--- config.mk ---
export PLATFORM = sky130hd
export DESIGN_NAME = integer_to_roman_emitter
export DESIGN_NICKNAME = d
export VERILOG_FILES = /design/src/rtl/itr_pkg.sv /design/src/rtl/integer_to_roman_emitter.sv
export SDC_FILE = /design/constraint.sdc
export NUM_CORES = 1
export LEC_CHECK = 0
export ABC_CLOCK_PERIOD_IN_PS = 3900
export BUFFER_PORTS_ARGS = -buffer_cell sky130_fd_sc_hd__buf_2
export CAP_MARGIN = 20
export CORE_UTILIZATION = 25
export CTS_BUF_LIST = sky130_fd_sc_hd__clkbuf_4 sky130_fd_sc_hd__clkbuf_8
export DETAILED_ROUTE_END_ITERATION = 16
export PLACE_DENSITY = 0.43
export SLEW_MARGIN = 20
export SYNTH_ARGS = -nofsm -noshare
export SYNTH_HDL_FRONTEND = slang
export SYNTH_SLANG_ARGS = --single-unit
--- constraint.sdc ---
create_clock -name i_clk -period 3.9 [get_ports i_clk]
set_input_delay 0.39 -clock i_clk [delete_from_list [all_inputs] [get_ports i_clk]]
set_output_delay 0.39 -clock i_clk [all_outputs]
set_load 0.02 [all_outputs]
--- src/rtl/itr_pkg.sv ---
// Package for the integer to Roman numeral emitter: states, limits and token tables.
package itr_pkg;

    // Sequencer states
    typedef enum logic [1:0] {
        ST_IDLE,
        ST_RUN,
        ST_ERR
    } t_state;

    localparam int unsigned VALUE_W  = 12;
    localparam int unsigned SYMBOL_W = 7;
    localparam int unsigned TOK_N    = 13;
    localparam int unsigned TOK_W    = $clog2(TOK_N);

    localparam logic [VALUE_W-1:0]  MAX_VALID = 12'd3999;
    localparam logic [SYMBOL_W-1:0] SYM_NONE  = 7'd0;
    localparam logic [SYMBOL_W-1:0] SYM_I     = 7'h49;
    localparam logic [SYMBOL_W-1:0] SYM_V     = 7'h56;
    localparam logic [SYMBOL_W-1:0] SYM_X     = 7'h58;
    localparam logic [SYMBOL_W-1:0] SYM_L     = 7'h4C;
    localparam logic [SYMBOL_W-1:0] SYM_C     = 7'h43;
    localparam logic [SYMBOL_W-1:0] SYM_D     = 7'h44;
    localparam logic [SYMBOL_W-1:0] SYM_M     = 7'h4D;

    // Greedy token list, largest first: M CM D CD C XC L XL X IX V IV I
    function automatic logic [VALUE_W-1:0] tok_value(input logic [TOK_W-1:0] idx);
        case (idx)
            4'd0:    tok_value = 12'd1000;
            4'd1:    tok_value = 12'd900;
            4'd2:    tok_value = 12'd500;
            4'd3:    tok_value = 12'd400;
            4'd4:    tok_value = 12'd100;
            4'd5:    tok_value = 12'd90;
            4'd6:    tok_value = 12'd50;
            4'd7:    tok_value = 12'd40;
            4'd8:    tok_value = 12'd10;
            4'd9:    tok_value = 12'd9;
            4'd10:   tok_value = 12'd5;
            4'd11:   tok_value = 12'd4;
            4'd12:   tok_value = 12'd1;
            default: tok_value = 12'd1;
        endcase
    endfunction

    // First character of a token
    function automatic logic [SYMBOL_W-1:0] tok_first(input logic [TOK_W-1:0] idx);
        case (idx)
            4'd0:    tok_first = SYM_M;
            4'd1:    tok_first = SYM_C;
            4'd2:    tok_first = SYM_D;
            4'd3:    tok_first = SYM_C;
            4'd4:    tok_first = SYM_C;
            4'd5:    tok_first = SYM_X;
            4'd6:    tok_first = SYM_L;
            4'd7:    tok_first = SYM_X;
            4'd8:    tok_first = SYM_X;
            4'd9:    tok_first = SYM_I;
            4'd10:   tok_first = SYM_V;
            4'd11:   tok_first = SYM_I;
            4'd12:   tok_first = SYM_I;
            default: tok_first = SYM_I;
        endcase
    endfunction

    // Second character of a subtractive pair
    function automatic logic [SYMBOL_W-1:0] tok_second(input logic [TOK_W-1:0] idx);
        case (idx)
            4'd1:    tok_second = SYM_M;
            4'd3:    tok_second = SYM_D;
            4'd5:    tok_second = SYM_C;
            4'd7:    tok_second = SYM_L;
            4'd9:    tok_second = SYM_X;
            4'd11:   tok_second = SYM_V;
            default: tok_second = SYM_NONE;
        endcase
    endfunction

    // Subtractive pairs sit at the odd places of the list
    function automatic logic tok_pair(input logic [TOK_W-1:0] idx);
        tok_pair = idx[0] && (idx < 4'd12);
    endfunction

endpackage

--- src/rtl/integer_to_roman_emitter.sv ---
// Integer to Roman numeral emitter: greedy token sequencer over one shared subtractor.
// The first character is registered after the item is accepted, once every token too
//   large for the value has been skipped. One item is in work at a time: a new one is
//   taken only in idle. An out-of-range value yields a single error item.
// One subtract/compare unit against the token table sets the pace: one step per cycle
//   while the receiver does not stall.
// Synchronous active-low reset returns the sequencer to idle with no result pending.
module integer_to_roman_emitter
    import itr_pkg::*;
(
    input  logic                i_clk,
    input  logic                i_rst_n,
    input  logic                i_valid,
    output logic                o_stall,
    input  logic [VALUE_W-1:0]  i_value,
    output logic                o_valid,
    input  logic                i_stall,
    output logic [SYMBOL_W-1:0] o_symbol,
    output logic                o_last,
    output logic                o_error
);

    t_state              r_state, n_state;
    logic [VALUE_W-1:0]  r_rem, n_rem;
    logic [TOK_W-1:0]    r_idx, n_idx;
    logic                r_half, n_half;
    logic                r_out_valid, n_out_valid;
    logic [SYMBOL_W-1:0] r_symbol, n_symbol;
    logic                r_last, n_last;
    logic                r_error, n_error;

    logic                w_accept;
    logic                w_bad;
    logic                w_free;
    logic [VALUE_W-1:0]  w_tok_val;
    logic [VALUE_W:0]    w_diff;
    logic                w_ge;
    logic                w_zero;
    logic                w_emit;
    logic                w_char_last;

    assign o_stall  = (r_state != ST_IDLE);
    assign w_accept = i_valid && !o_stall;
    assign w_bad    = (i_value == '0) || (i_value > MAX_VALID);
    assign w_free   = !r_out_valid || !i_stall;

    // Shared subtract/compare unit against the current token
    assign w_tok_val   = tok_value(r_idx);
    assign w_diff      = {1'b0, r_rem} - {1'b0, w_tok_val};
    assign w_ge        = !w_diff[VALUE_W];
    assign w_zero      = (w_diff[VALUE_W-1:0] == '0);
    assign w_emit      = (r_state == ST_RUN) && w_free && (r_half || w_ge);
    assign w_char_last = (r_half || !tok_pair(r_idx)) && w_zero;

    // Next state
    always_comb begin
        n_state = r_state;
        case (r_state)
            ST_IDLE: begin
                if (w_accept) begin
                    n_state = w_bad ? ST_ERR : ST_RUN;
                end
            end
            ST_RUN: begin
                if (w_emit && w_char_last) begin
                    n_state = ST_IDLE;
                end
            end
            ST_ERR: begin
                if (w_free) begin
                    n_state = ST_IDLE;
                end
            end
            default: n_state = ST_IDLE;
        endcase
    end

    // Datapath and output register next values
    always_comb begin
        n_rem       = r_rem;
        n_idx       = r_idx;
        n_half      = r_half;
        n_out_valid = r_out_valid;
        n_symbol    = r_symbol;
        n_last      = r_last;
        n_error     = r_error;
        if (w_free) begin
            n_out_valid = 1'b0;
        end
        case (r_state)
            ST_IDLE: begin
                if (w_accept) begin
                    n_rem  = i_value;
                    n_idx  = '0;
                    n_half = 1'b0;
                end
            end
            ST_RUN: begin
                if (w_free) begin
                    if (r_half) begin
                        // second character of a subtractive pair
                        n_out_valid = 1'b1;
                        n_symbol    = tok_second(r_idx);
                        n_last      = w_char_last;
                        n_error     = 1'b0;
                        n_rem       = w_diff[VALUE_W-1:0];
                        n_half      = 1'b0;
                    end else if (w_ge) begin
                        n_out_valid = 1'b1;
                        n_symbol    = tok_first(r_idx);
                        n_last      = w_char_last;
                        n_error     = 1'b0;
                        if (tok_pair(r_idx)) begin
                            n_half = 1'b1;
                        end else begin
                            n_rem = w_diff[VALUE_W-1:0];
                        end
                    end else begin
                        // token too large: move to the next one
                        n_idx = r_idx + 1'b1;
                    end
                end
            end
            ST_ERR: begin
                if (w_free) begin
                    n_out_valid = 1'b1;
                    n_symbol    = SYM_NONE;
                    n_last      = 1'b1;
                    n_error     = 1'b1;
                end
            end
            default: ;
        endcase
    end

    // Control registers
    always_ff @(posedge i_clk) begin
        if (!i_rst_n) begin
            r_state     <= ST_IDLE;
            r_half      <= 1'b0;
            r_out_valid <= 1'b0;
        end else begin
            r_state     <= n_state;
            r_half      <= n_half;
            r_out_valid <= n_out_valid;
        end
    end

    // Payload registers
    always_ff @(posedge i_clk) begin
        r_rem    <= n_rem;
        r_idx    <= n_idx;
        r_symbol <= n_symbol;
        r_last   <= n_last;
        r_error  <= n_error;
    end

    assign o_valid  = r_out_valid;
    assign o_symbol = r_symbol;
    assign o_last   = r_last;
    assign o_error  = r_error;

    // An error item is always a single zero-symbol final item
    a_error_single: assert property (@(posedge i_clk) disable iff (!i_rst_n)
        (o_valid && o_error) |-> (o_last && (o_symbol == SYM_NONE)))
        else $error("error item without last or with nonzero symbol");

    // An out-of-range value goes straight to the error state
    a_bad_to_err: assert property (@(posedge i_clk) disable iff (!i_rst_n)
        (w_accept && w_bad) |=> (r_state == ST_ERR))
        else $error("out-of-range value did not enter error state");

    // A pending pair second character always has remainder to cover it
    a_half_covered: assert property (@(posedge i_clk) disable iff (!i_rst_n)
        (r_state == ST_RUN && r_half) |-> w_ge)
        else $error("pair pending without enough remainder");

    // Remainder never runs out while the sequencer still works
    a_rem_live: assert property (@(posedge i_clk) disable iff (!i_rst_n)
        (r_state == ST_RUN) |-> (r_rem != '0))
        else $error("running with zero remainder");

endmodule

Word-level counts from Yosys, hierarchy flattened:

Memories as Yosys holds them, arrays and structs flattened. A register that Yosys moved wholly into a read port is not among the register bits.
Cells that the tools add are included.

* add/sub/neg operators: 2
* $lt $le $gt $ge: 2
* equality and inequality tests: 16
* mux-type cells: 45
* reductions and logical operators: 26

Operators by type and width (count)
* $mux 12: 5
* $pmux 7 s6: 1
* $mux 7: 4
* $logic_not 12->1: 2
* $mux 4: 6
* $pmux 12 s2: 1
* $mux 1: 17
* $pmux 7 s2: 1
* $sub 12x12->13: 1
* $gt 12x12->1 const B: 1
* $ne 2x2->1 const B: 5
* $reduce_and 5->1: 2
* $eq 4x3->1 const B: 2
* $eq 4x4->1 const B: 2
* $mux 2: 4
* $pmux 1 s2: 4
* $pmux 4 s2: 1
* $logic_and 1x1->1: 6
* $ne 3x3->1 const B: 2
* $pmux 2 s3: 1
* $reduce_and 3->1: 2
* $reduce_bool 2->1: 3
* $logic_not 1->1: 5
* $add 4x1->4 const B: 1
* 9 further kinds: 12

* register bits: 29
* ROM bits: 240
* input port bits: 16
* output and inout port bits: 11
* word-level logic and storage cells: 101
* memories kept: 2

Memory list
* (name not given): depth 16, width 10, rd ports 1, clocked after memory_dff 1, write ports 0, RTL line itr_pkg.sv:28 `case (idx)`
* (name not given): depth 16, width 5, rd ports 1, clocked after memory_dff 1, write ports 0, RTL line itr_pkg.sv:48 `case (idx)`

Depth between registers and ports, before layout:

Gate-level depths: netlist of the first run.

* depth in word-level cells: 9
* mapped depth: 14

Worst setup path after synthesis of the first run:

No wires, ideal clock.

* kind: reg2reg
* start: register r_rem[0]
* end: register (tool-made name)
* setup time: 79 ps
* data arrival time: 3138 ps
* data required time: 3821 ps
* path slack: 683 ps
* cell stages (with the launch flop): 14
* clock period less this slack: 3217 ps
* cells stage by stage: edfxtp_1 inv_1 ha_1 fa_1 and2b_1 o2111ai_2 and3_4 o311ai_4 nor2_2 a21oi_1 inv_1 ha_1 or2_2 a22oi_1

RTL lines
* start, declared: RTL line integer_to_roman_emitter.sv:24 `logic [VALUE_W-1:0] r_rem, n_rem;`
* start signal, assigned: RTL line integer_to_roman_emitter.sv:151 `r_rem <= n_rem;`

Worst setup path in the final report of the first run:

* start: register r_rem[0]
* end: register r_state[0]

* word-level cells in the longest chain between the ends: 7

Ends and longest elaborated chain
* $sub 12x12->13 (*): RTL line integer_to_roman_emitter.sv:49 `assign w_diff = {1'b0, r_rem} - {1'b0, w_tok_val};`
* parallel branches: the longest is 3 deep, another holds $logic_not 12->1
* $logic_and 1x1->1 (*): RTL line integer_to_roman_emitter.sv:65 `if (w_emit && w_char_last) begin`
* $ne 2x1->1 (no source line) (*)
* $reduce_and 3->1 (no source line) (*)
* end signal, assigned: RTL line integer_to_roman_emitter.sv:143 `r_state <= n_state;`
* end, declared: RTL line integer_to_roman_emitter.sv:23 `t_state r_state, n_state;`

Mark *: on every way between the ends.
A chain may end at the register's enable or synchronous reset.

==> qor.log, run 1 <==
INFO  sta            final_period_minus_worst_setup_slack=3.44ns
INFO  drt            drcViolationCount=0
INFO  setup_path     critPathLaunchType=flip-flop
INFO  placement      gp_congestion=0.835
INFO  placement      dpl_worst_slack=0.526ns
INFO  synthesis      number_of_flops_mapped_to_enable_cells_by_yosys=24
INFO  final_layout   antennaDiodeCount=0
INFO  placement      post_place_instance_area=0.00309mm2
INFO  drt            routed_wire_length_per_instance=15.0um
INFO  hold_path      worst_hold_path_type=primary input to flip-flop
INFO  drt            drt-pass1-iter-count=4
INFO  global_route   largest_net_degree_at_the_start_of_global_routing=20
INFO  status         run_status=finished clean
INFO  floorplanning  std_cell_rows=38
INFO  flow_run       cap_violations=0
INFO  power_and_ir_drop peakVddDrop=0.194mV
INFO  setup_path     critPathArrivalTime=3.61ns
INFO  power_and_ir_drop sw_power=0.902mW
INFO  synthesis      post_synthesis_instance_area=0.00280mm2
INFO  power_and_ir_drop share_comb_of_total_power=0.527
INFO  drt            finalWirelength=6970um
INFO  synthesis      synthArstFlopShare=0
INFO  setup_path     timing.critical_path.slowest_cell_delay=0.60ns
INFO  cts            numCtsBuffers=5
INFO  drt            postRouteAntennaNets=0
INFO  setup_path     cpMaxStageDelayCell=o311ai_0
INFO  cts            path_clk_slew=0.08ns
INFO  floorplanning  core_region_area=0.0109mm2
INFO  drt            num_vias=2277
INFO  sta            setup_repair_after_global_routing_missed_its_margin=no
INFO  sta            finalMaxSlewViolations=0
INFO  floorplanning  die_h=108um
INFO  setup_path     cp_data_required_time=4.08ns
INFO  hold_path      timing.hold.worst.start=i_rst_n
INFO  synthesis      ys_ff_latch=42
INFO  synthesis      post_synth_inst_count=298
INFO  power_and_ir_drop pwr-share-seq=0.309
INFO  synthesis      mappedNetlistNets=335
INFO  setup_path     critical_path.max_fanout=4
INFO  sta            fin_skew=0.0110ns
INFO  global_route   vias_in_the_first_global_route=2258
INFO  drt            drtIter0Drc=89
INFO  floorplanning  top_level_ports=27
INFO  cts            clk_latency=0.30ns
INFO  cts            ctsLongestPathBuffers=2
INFO  setup_path     worst-setup-path-type=flip-flop to flip-flop
INFO  global_route   grt_antenna_before_repair=0
INFO  setup_path     cp_endpoint_kind=flip-flop
INFO  setup_path     cells_along_the_critical_path=inv_1 -> ha_1 -> fa_1 -> and2b_1 -> o2111ai_2 -> and3_4 -> o311ai_0 -> o21ai_0 -> or4_1 -> o21ai_0 -> o22ai_1
INFO  final_layout   final_standard_cell_count_with_taps_included_and_fillers_excluded=465
INFO  power_and_ir_drop leakage=1.27nW
INFO  global_route   grt_first_pass_wirelength=11400um
INFO  floorplanning  die_width=108um
INFO  power_and_ir_drop power.share.switching=0.413
INFO  floorplanning  die-area=0.0116mm2
INFO  final_layout   final_layout_size_suffix_gt1_frac=0.172
INFO  global_route   overflow=0
INFO  placement      post-place-cells=457
INFO  placement      placement.io_buffers=25
INFO  cts            hold_buf_cts=0
INFO  sta            fmax=291MHz
INFO  sta            worst_margin_slew=0.648ns
INFO  floorplanning  initial_utilization=0.257
INFO  placement      hpwl=5370um
INFO  drt            viasPerCell=4.90
INFO  setup_path     rrSetupSlack=0.46ns
INFO  synthesis      yosys_warnings=0
INFO  final_layout   postLayoutCellArea=0.00321mm2
INFO  cts            cts_tree=done
INFO  synthesis      syn_area_per_cell=9.40um2
INFO  cts            clock_sink_count=42
INFO  synthesis      postSynth.topFlopCell=edfxtp_1
INFO  final_layout   nNetsFinal=361
INFO  cts            cts_root_buf=clkbuf_8
INFO  sta            setup_total_negative_slack=0ns
INFO  setup_path     first_element_of_the_critical_path=r_rem[0]
INFO  sta            final.period_utilization=0.881
INFO  power_and_ir_drop clkPwrFrac=0.165
INFO  power_and_ir_drop power.density_cell_area=680mW/mm2
INFO  power_and_ir_drop p_int=1.28mW
INFO  final_layout   area_growth=14.5%
INFO  sta            timing.hold.ws=0.381ns
INFO  setup_path     crit_top_cell=o21ai_0
INFO  cts            htreeDepth=2
INFO  setup_path     crit-reg2reg-launch=r_rem[0]
INFO  sta            timing.final.hold_violations=0
INFO  synthesis      synth_sequential_area_ratio=0.386
INFO  cts            cts_setup_buffers=0
INFO  synthesis      post_synth_num_cell_types=60
INFO  global_route   total_routing_usage_reported_by_global_routing=0.127
INFO  sta            setup_viol=0
INFO  sta            max_slew_margin=0.562
INFO  cts            post_cts.resized_instances=0
INFO  sta            finalWorstSetupSlack=0.463ns
[stage by stage]
stage / total power, mW / utilization
after global placement: 1.84 / 0.284
after global routing: 2.36 / 0.294
after floorplan: 1.56 / -
after CTS: 2.20 / 0.294
after detailed placement: 1.83 / 0.284
final: 2.18 / 0.294
[cell usage in the layout (no fill, tap or decap), drive strengths merged, types with 3 or more instances in the layout]
cell     count
a21oi       18
nor2        19
nand3b       4
o21ai       12
nor4         6
o211ai       8
a22o         3
inv         25
a21boi       3
nand4        3
xnor2        8
nor3         5
mux2         6
edfxtp      24
nor2b        3
a21o         5
nand2       20
o21a         4
and3         3
ha          20
a221oi       3
or4          3
dfxtp       18
clkbuf       6
nand2b       6
and2         3
mux2i        4
o22ai        6
or2          4
a22oi        4
nand3        7
buf         32
o2111ai      4
[synthesized netlist by cell type, types with 5 or more instances]
library cell,instances,area [um2]
nor2_1,18,67.6
nand3_1,7,35.0
o211ai_1,8,60.1
clkbuf_1,8,30.0
o21ai_0,11,55.1
nand2b_1,6,37.5
nand2_1,20,75.1
nor4_1,6,37.5
dfxtp_1,18,360
xnor2_1,8,70.1
ha_1,20,250
inv_1,25,93.8
mux2_2,6,67.6
o22ai_1,6,37.5
edfxtp_1,24,721
a21o_1,5,37.5
a21oi_1,18,90.1
nor3_1,5,25.0
[routing by layer]
layer | vias up | part of all wire | global-route usage
met5 | - | 0 | 0
met1 | 1085 | 0.46 | 0.157
met2 | 26 | 0.49 | 0.220
met4 | 0 | 0.021 | 0.0519
met3 | 9 | 0.022 | 0.0163
li1 | 1157 | - | -
[worst paths after layout]
kind                              endpoint  cells past startpoint
worst max-delay path            r_state[0]                     11
worst min-delay path                r_half                      3
worst max register to register  r_state[0]                     11
worst min register to register  r_state[1]                      2
[worst max-delay path: cells and delay by family (launching register included)]
family	cells	cell delay, ns
AOI/OAI and AO/OA	5	1.35
and+or+nand+nor	3	0.99
adders and majority gates	2	0.61
DFF	1	0.33
buffers and inverters	1	0.04
[cell families after synthesis]
kind of cell / count (synthesis) / synth area share
buffers and inverters: 38 / 0.0554
adders and majority gates: 21 / 0.0965
AOI/OAI and AO/OA: 86 / 0.223
xor gates and xnor gates: 9 / 0.0282
muxes: 10 / 0.0384
DFF: 42 / 0.386
and+or+nand+nor: 91 / 0.172
other: 1 / 0.00134
[power by group through the flow]
stage               clock [mW]  sequential (mW)  combinational [mW]
finish                   0.359            0.673                1.15
global placement             0            0.684                1.16
CTS                      0.375            0.675                1.15
detailed placement           0            0.686                1.15
global route             0.387            0.689                1.28
floorplan                    0            0.670               0.886
[layout make-up]
class                      count  area (um2)
clock buffer                   6        76.3
multi-input combinational    218        1560
tap                          140         175
timing repair buffer          32         178
clock inverter                 2        37.5
inverter                      25        93.8
fill                        1151        7680
sequential                    42        1080
Note: power is estimated with default switching activity, not from simulation.
==> inputs of run 2 (changes only) <==
CTS_BUF_LIST = sky130_fd_sc_hd__clkbuf_8   (was sky130_fd_sc_hd__clkbuf_4 sky130_fd_sc_hd__clkbuf_8)
CTS_CLUSTER_DIAMETER = 120   (was not set)
==> run 2 against run 1 <==
Highest routed layer unchanged; non-clock buffer count unchanged; total power down 0.45%; clock-buffer cell count is 1 lower.
==> qor.log, run 2 (synthesis results as in run 1) <==
INFO  status         run_status=finished clean
INFO  drt            viasPerCell=4.90
INFO  hold_path      worst_hold_path_type=primary input to flip-flop
INFO  final_layout   final_standard_cell_count_with_taps_included_and_fillers_excluded=465
INFO  final_layout   final_common_cell=inv_1
INFO  sta            setup_viol=0
INFO  sta            final.period_utilization=0.881
INFO  floorplanning  die-area=0.0116mm2
INFO  setup_path     worstRegToRegCells=11
INFO  setup_path     critical_path.max_fanout=4
INFO  floorplanning  initial_utilization=0.257
INFO  final_layout   antennaDiodeCount=0
INFO  cts            path_clk_slew=0.08ns
INFO  drt            drtIter0Drc=89
INFO  setup_path     cp_endpoint_kind=flip-flop
INFO  global_route   grt_first_pass_wirelength=11400um
INFO  placement      placement.io_buffers=25
INFO  placement      gp_congestion=0.835
INFO  final_layout   nNetsFinal=361
INFO  floorplanning  core_region_area=0.0109mm2
INFO  drt            postRouteAntennaNets=0
INFO  setup_path     cpMaxStageDelayCell=o311ai_0
INFO  sta            setup_repair_after_global_routing_missed_its_margin=no
INFO  setup_path     cp_data_required_time=4.08ns
INFO  floorplanning  die_width=108um
INFO  drt            num_vias=2280
INFO  final_layout   final_layout_size_suffix_gt1_frac=0.169
INFO  cts            post_cts.resized_instances=0
INFO  power_and_ir_drop power.total=2.17mW
INFO  setup_path     crit-reg2reg-launch=r_rem[0]
INFO  cts            hold_buf_cts=0
INFO  final_layout   highest_count_cells_in_the_layout_ignoring_fill_and_taps=inv_1 (26), buf_2 (25), edfxtp_1 (24)
INFO  hold_path      timing.hold.worst.start=i_rst_n
INFO  drt            drcViolationCount=0
INFO  power_and_ir_drop leakage=1.27nW
INFO  hold_path      hold_path_end=r_half
INFO  sta            fmax=291MHz
INFO  floorplanning  die_h=108um
INFO  cts            numCtsBuffers=5
INFO  cts            cts_setup_buffers=0
INFO  drt            drt-pass1-iter-count=4
INFO  setup_path     crit_top_cell=o21ai_0
INFO  power_and_ir_drop peakVddDrop=0.194mV
INFO  cts            cts_tree=done
INFO  final_layout   final_core_utilization=0.294
INFO  flow_run       cap_violations=0
INFO  global_route   total_routing_usage_reported_by_global_routing=0.127
INFO  placement      hpwl=5370um
INFO  sta            timing.final.hold_violations=0
INFO  global_route   vias_in_the_first_global_route=2258
INFO  placement      post-place-cells=457
INFO  global_route   grt_antenna_before_repair=0
INFO  cts            cts_root_buf=clkbuf_8
INFO  hold_path      worst_hold_path.num_cells=3
INFO  cts            htreeDepth=2
INFO  power_and_ir_drop power.density_cell_area=678mW/mm2
INFO  sta            setup_total_negative_slack=0ns
INFO  setup_path     rrSetupSlack=0.46ns
INFO  sta            fin_skew=0.0108ns
INFO  setup_path     critPathLaunchType=flip-flop
INFO  setup_path     critPathArrivalTime=3.61ns
INFO  sta            finalMaxSlewViolations=0
INFO  setup_path     cells_along_the_critical_path=inv_1 -> ha_1 -> fa_1 -> and2b_1 -> o2111ai_2 -> and3_4 -> o311ai_0 -> o21ai_0 -> or4_1 -> o21ai_0 -> o22ai_1
INFO  drt            finalWirelength=6960um
INFO  sta            max_slew_margin=0.562
INFO  global_route   largest_net_degree_at_the_start_of_global_routing=20
INFO  floorplanning  top_level_ports=27
INFO  cts            clk_latency=0.30ns
INFO  sta            worst_margin_slew=0.648ns
INFO  setup_path     worst-setup-path-type=flip-flop to flip-flop
INFO  cts            clock_sink_count=42
INFO  setup_path     timing.critical_path.slowest_cell_delay=0.60ns
INFO  setup_path     r2r_end=r_state[0]
INFO  floorplanning  std_cell_rows=38
INFO  cts            ctsLongestPathBuffers=2
INFO  global_route   overflow=0
INFO  sta            final_period_minus_worst_setup_slack=3.44ns
INFO  drt            routed_wire_length_per_instance=15.0um
INFO  final_layout   area_growth=14.3%
[run 2: how the worst max path moves through the flow]
stage / slack (ns) / from / end / cells after the start
2_1_floorplan: 0.68 / r_rem[0] / flip-flop / 13
3_3_place_gp: 0.54 / r_rem[0] / r_state[1] / 11
3_5_place_dp: 0.53 / r_rem[0] / r_state[0] / 11
4_1_cts: 0.51 / r_rem[0] / r_state[0] / 11
5_1_grt: 0.18 / r_rem[0] / r_state[1] / 11
6_report: 0.46 / r_rem[0] / r_state[0] / 11
[run 2: stage by stage]
| stage | worst slack, ns | hold WS, ns | instance area (um2) |
|---|---|---|---|
| after floorplan | 0.683 | 0.499 | 2800 |
| after global placement | 0.537 | 0.529 | 3090 |
| after detailed placement | 0.526 | 0.528 | 3090 |
| after CTS | 0.506 | 0.378 | 3200 |
| after global routing | 0.178 | 0.395 | 3200 |
| final | 0.463 | 0.381 | 3200 |
[run 2: power by group]
part / switching, mW / internal [mW] / total [mW] / leakage, nW
combinational: 0.679 / 0.470 / 1.15 / 0.837
sequential: 0.0619 / 0.611 / 0.673 / 0.380
clock: 0.161 / 0.189 / 0.349 / 0.0556
[run 2: layout make-up]
cell class / instances / area (um2)
Timing Repair Buffer: 32 / 178
Sequential cell: 42 / 1080
Clock buffer: 5 / 68.8
Clock inverter: 3 / 41.3
Fill cell: 1153 / 7690
Inverter: 25 / 93.8
Tap cell: 140 / 175
Multi-Input combinational cell: 218 / 1560
[run 2: per-layer routing]
metal / track usage / share of wire / vias up
met4: 0.0519 / 0.021 / 0
met3: 0.0163 / 0.023 / 9
met5: 0 / 0 / -
met1: 0.157 / 0.46 / 1086
met2: 0.220 / 0.49 / 28
li1: - / - / 1157
[run 2: worst max-delay path, delay by kind of cell (launching register included)]
kind | cells | cell delay [ns]
AO/OA/AOI/OAI | 5 | 1.35
AND/OR/NAND/NOR | 3 | 0.99
adder cells (fa/ha/maj) | 2 | 0.61
flip-flops | 1 | 0.33
buffers and inverters | 1 | 0.04
==> inputs of run 3 (changes only) <==
ABC_CLOCK_PERIOD_IN_PS = 3300   (was 3900)
clock period = 3.3 ns   (was 3.9 ns; I/O delays follow)
==> run 3 against run 2 <==
First-iteration DRC count increased by 51%; register-to-register slack lost 0.31 ns; clock-buffer cell count did not move; fmax is 9.1% higher.
==> qor.log, run 3 (synthesis results as in run 1) <==
INFO  final_layout   final_core_utilization=0.305
INFO  final_layout   register_area=0.00108mm2
INFO  sta            worst_margin_slew=0.658ns
INFO  setup_path     critPathLaunchType=flip-flop
INFO  placement      hpwl=5550um
INFO  placement      dpl_worst_slack=0.137ns
INFO  cts            path_clk_slew=0.08ns
INFO  global_route   overflow=0
INFO  cts            numCtsBuffers=5
INFO  drt            drtIter0Drc=134
INFO  setup_path     cpMaxStageDelayCell=a221o_2
INFO  sta            fmax=317MHz
INFO  power_and_ir_drop power.density_cell_area=787mW/mm2
INFO  setup_path     cells_along_the_critical_path=inv_1 -> ha_1 -> fa_1 -> and2b_1 -> o2111ai_2 -> and3_4 -> o311ai_4 -> nor2_2 -> buf_4 -> a221o_2 -> and2_2 -> mux2_2
INFO  global_route   grt_antenna_before_repair=0
INFO  floorplanning  die_width=108um
INFO  hold_path      worst_hold_path_type=primary input to flip-flop
INFO  drt            drcViolationCount=0
INFO  global_route   largest_net_degree_at_the_start_of_global_routing=19
INFO  final_layout   antennaDiodeCount=0
INFO  sta            timing.hold.ws=0.334ns
INFO  floorplanning  die_h=108um
INFO  drt            finalWirelength=7200um
INFO  placement      post-place-cells=468
INFO  final_layout   final_common_cell=inv_1
INFO  power_and_ir_drop p_int=1.50mW
INFO  setup_path     timing.critical_path.slowest_cell_delay=0.42ns
INFO  placement      gp_congestion=0.840
INFO  final_layout   final_layout_size_suffix_gt1_frac=0.221
INFO  setup_path     cp_endpoint_kind=flip-flop
INFO  setup_path     worst-setup-path-type=flip-flop to flip-flop
INFO  sta            fin_skew=0.00854ns
INFO  floorplanning  die-area=0.0116mm2
INFO  status         run_status=finished clean
INFO  sta            final_period_minus_worst_setup_slack=3.15ns
INFO  final_layout   final_standard_cell_count_with_taps_included_and_fillers_excluded=479
INFO  sta            finalWorstSetupSlack=0.150ns
INFO  placement      placement.io_buffers=25
INFO  cts            htreeDepth=2
INFO  power_and_ir_drop power.share.switching=0.425
INFO  sta            max_slew_margin=0.560
INFO  power_and_ir_drop leakage=1.34nW
INFO  setup_path     critical_path.max_fanout=6
INFO  power_and_ir_drop peakVddDrop=0.200mV
INFO  power_and_ir_drop share_comb_of_total_power=0.574
INFO  drt            viasPerCell=4.93
INFO  global_route   grt_first_pass_wirelength=11700um
INFO  sta            timing.final.hold_violations=0
INFO  final_layout   nNetsFinal=375
INFO  cts            clk_latency=0.29ns
INFO  final_layout   multi_input_comb_area=0.00161mm2
INFO  floorplanning  top_level_ports=27
INFO  sta            setup_viol=0
INFO  sta            final.period_utilization=0.955
INFO  drt            routed_wire_length_per_instance=15.0um
INFO  power_and_ir_drop pwr-share-seq=0.304
INFO  floorplanning  core_region_area=0.0109mm2
INFO  power_and_ir_drop clkPwrFrac=0.122
INFO  final_layout   highest_count_cells_in_the_layout_ignoring_fill_and_taps=inv_1 (27), buf_2 (25), edfxtp_1 (24)
INFO  sta            setup_repair_after_global_routing_missed_its_margin=no
INFO  sta            setup_total_negative_slack=0ns
INFO  global_route   vias_in_the_first_global_route=2320
INFO  power_and_ir_drop sw_power=1.11mW
INFO  floorplanning  initial_utilization=0.257
INFO  setup_path     cp_data_required_time=3.49ns
INFO  drt            drt-pass1-iter-count=4
INFO  floorplanning  std_cell_rows=38
INFO  cts            cts_tree=done
INFO  cts            clock_sink_count=42
INFO  cts            ctsLongestPathBuffers=2
INFO  global_route   total_routing_usage_reported_by_global_routing=0.131
INFO  drt            postRouteAntennaNets=0
INFO  final_layout   area_growth=18.7%
INFO  flow_run       cap_violations=0
INFO  setup_path     critPathArrivalTime=3.34ns
INFO  sta            finalMaxSlewViolations=0
INFO  cts            cts_root_buf=clkbuf_8
INFO  drt            num_vias=2363
INFO  final_layout   filler_cell_count=1123
[run 3: layout make-up]
type	count	area share
sequential	42	0.325
clock buffer	5	0.0207
inverter	25	0.0282
multi-input combinational	218	0.484
timing repair buffer	46	0.0851
tap	140	0.0527
clock inverter	3	0.00414
[run 3: layer usage]
layer | wire length (um) | vias to the layer above | GRT usage | share of wire
met5 | 0 | - | 0 | 0
met4 | 223 | 0 | 0.0665 | 0.031
met3 | 140 | 11 | 0.0188 | 0.019
met2 | 3600 | 33 | 0.220 | 0.50
met1 | 3240 | 1130 | 0.161 | 0.45
li1 | - | 1189 | - | -
[run 3: final timing paths]
path	startpoint	to	slack (ns)	cells past startpoint
setup / recovery	r_rem[0]	flip-flop	0.15	12
hold / removal	i_valid	r_state[0]	0.33	3
setup reg to reg	r_rem[0]	flip-flop	0.15	12
hold reg to reg	r_state[1]	r_state[1]	0.55	2
[run 3: timing repair]
| action | CTS | global route |
|---|---|---|
| setup buffers | 0 | 3 |
| gates resized for setup | 0 | 10 |
| hold buffers | 0 | 0 |
| setup endpoints to repair | 0 | 9 |
[run 3: worst max-delay path: cells and delay by family, from the launching register on]
family	cells	cell delay, ns
muxes	1	0.27
AOI/OAI and AO/OA	3	0.84
and+or+nand+nor	4	0.79
buffers and inverters	2	0.22
DFF	1	0.32
adders and majority gates	2	0.61
[run 3: power by group through the flow]
stage / sequential, mW / combinational [mW] / clock, mW
6_report: 0.795 / 1.50 / 0.318
5_1_grt: 0.811 / 1.67 / 0.356
4_1_cts: 0.797 / 1.46 / 0.331
3_5_place_dp: 0.809 / 1.44 / 0
3_3_place_gp: 0.806 / 1.45 / 0
2_1_floorplan: 0.792 / 1.05 / 0
[run 3: stage by stage]
stage / total power [mW] / area, um2
final: 2.62 / 3320
after global routing: 2.84 / 3320
after CTS: 2.58 / 3260
after detailed placement: 2.25 / 3170
after global placement: 2.25 / 3170
after floorplan: 1.84 / 2800
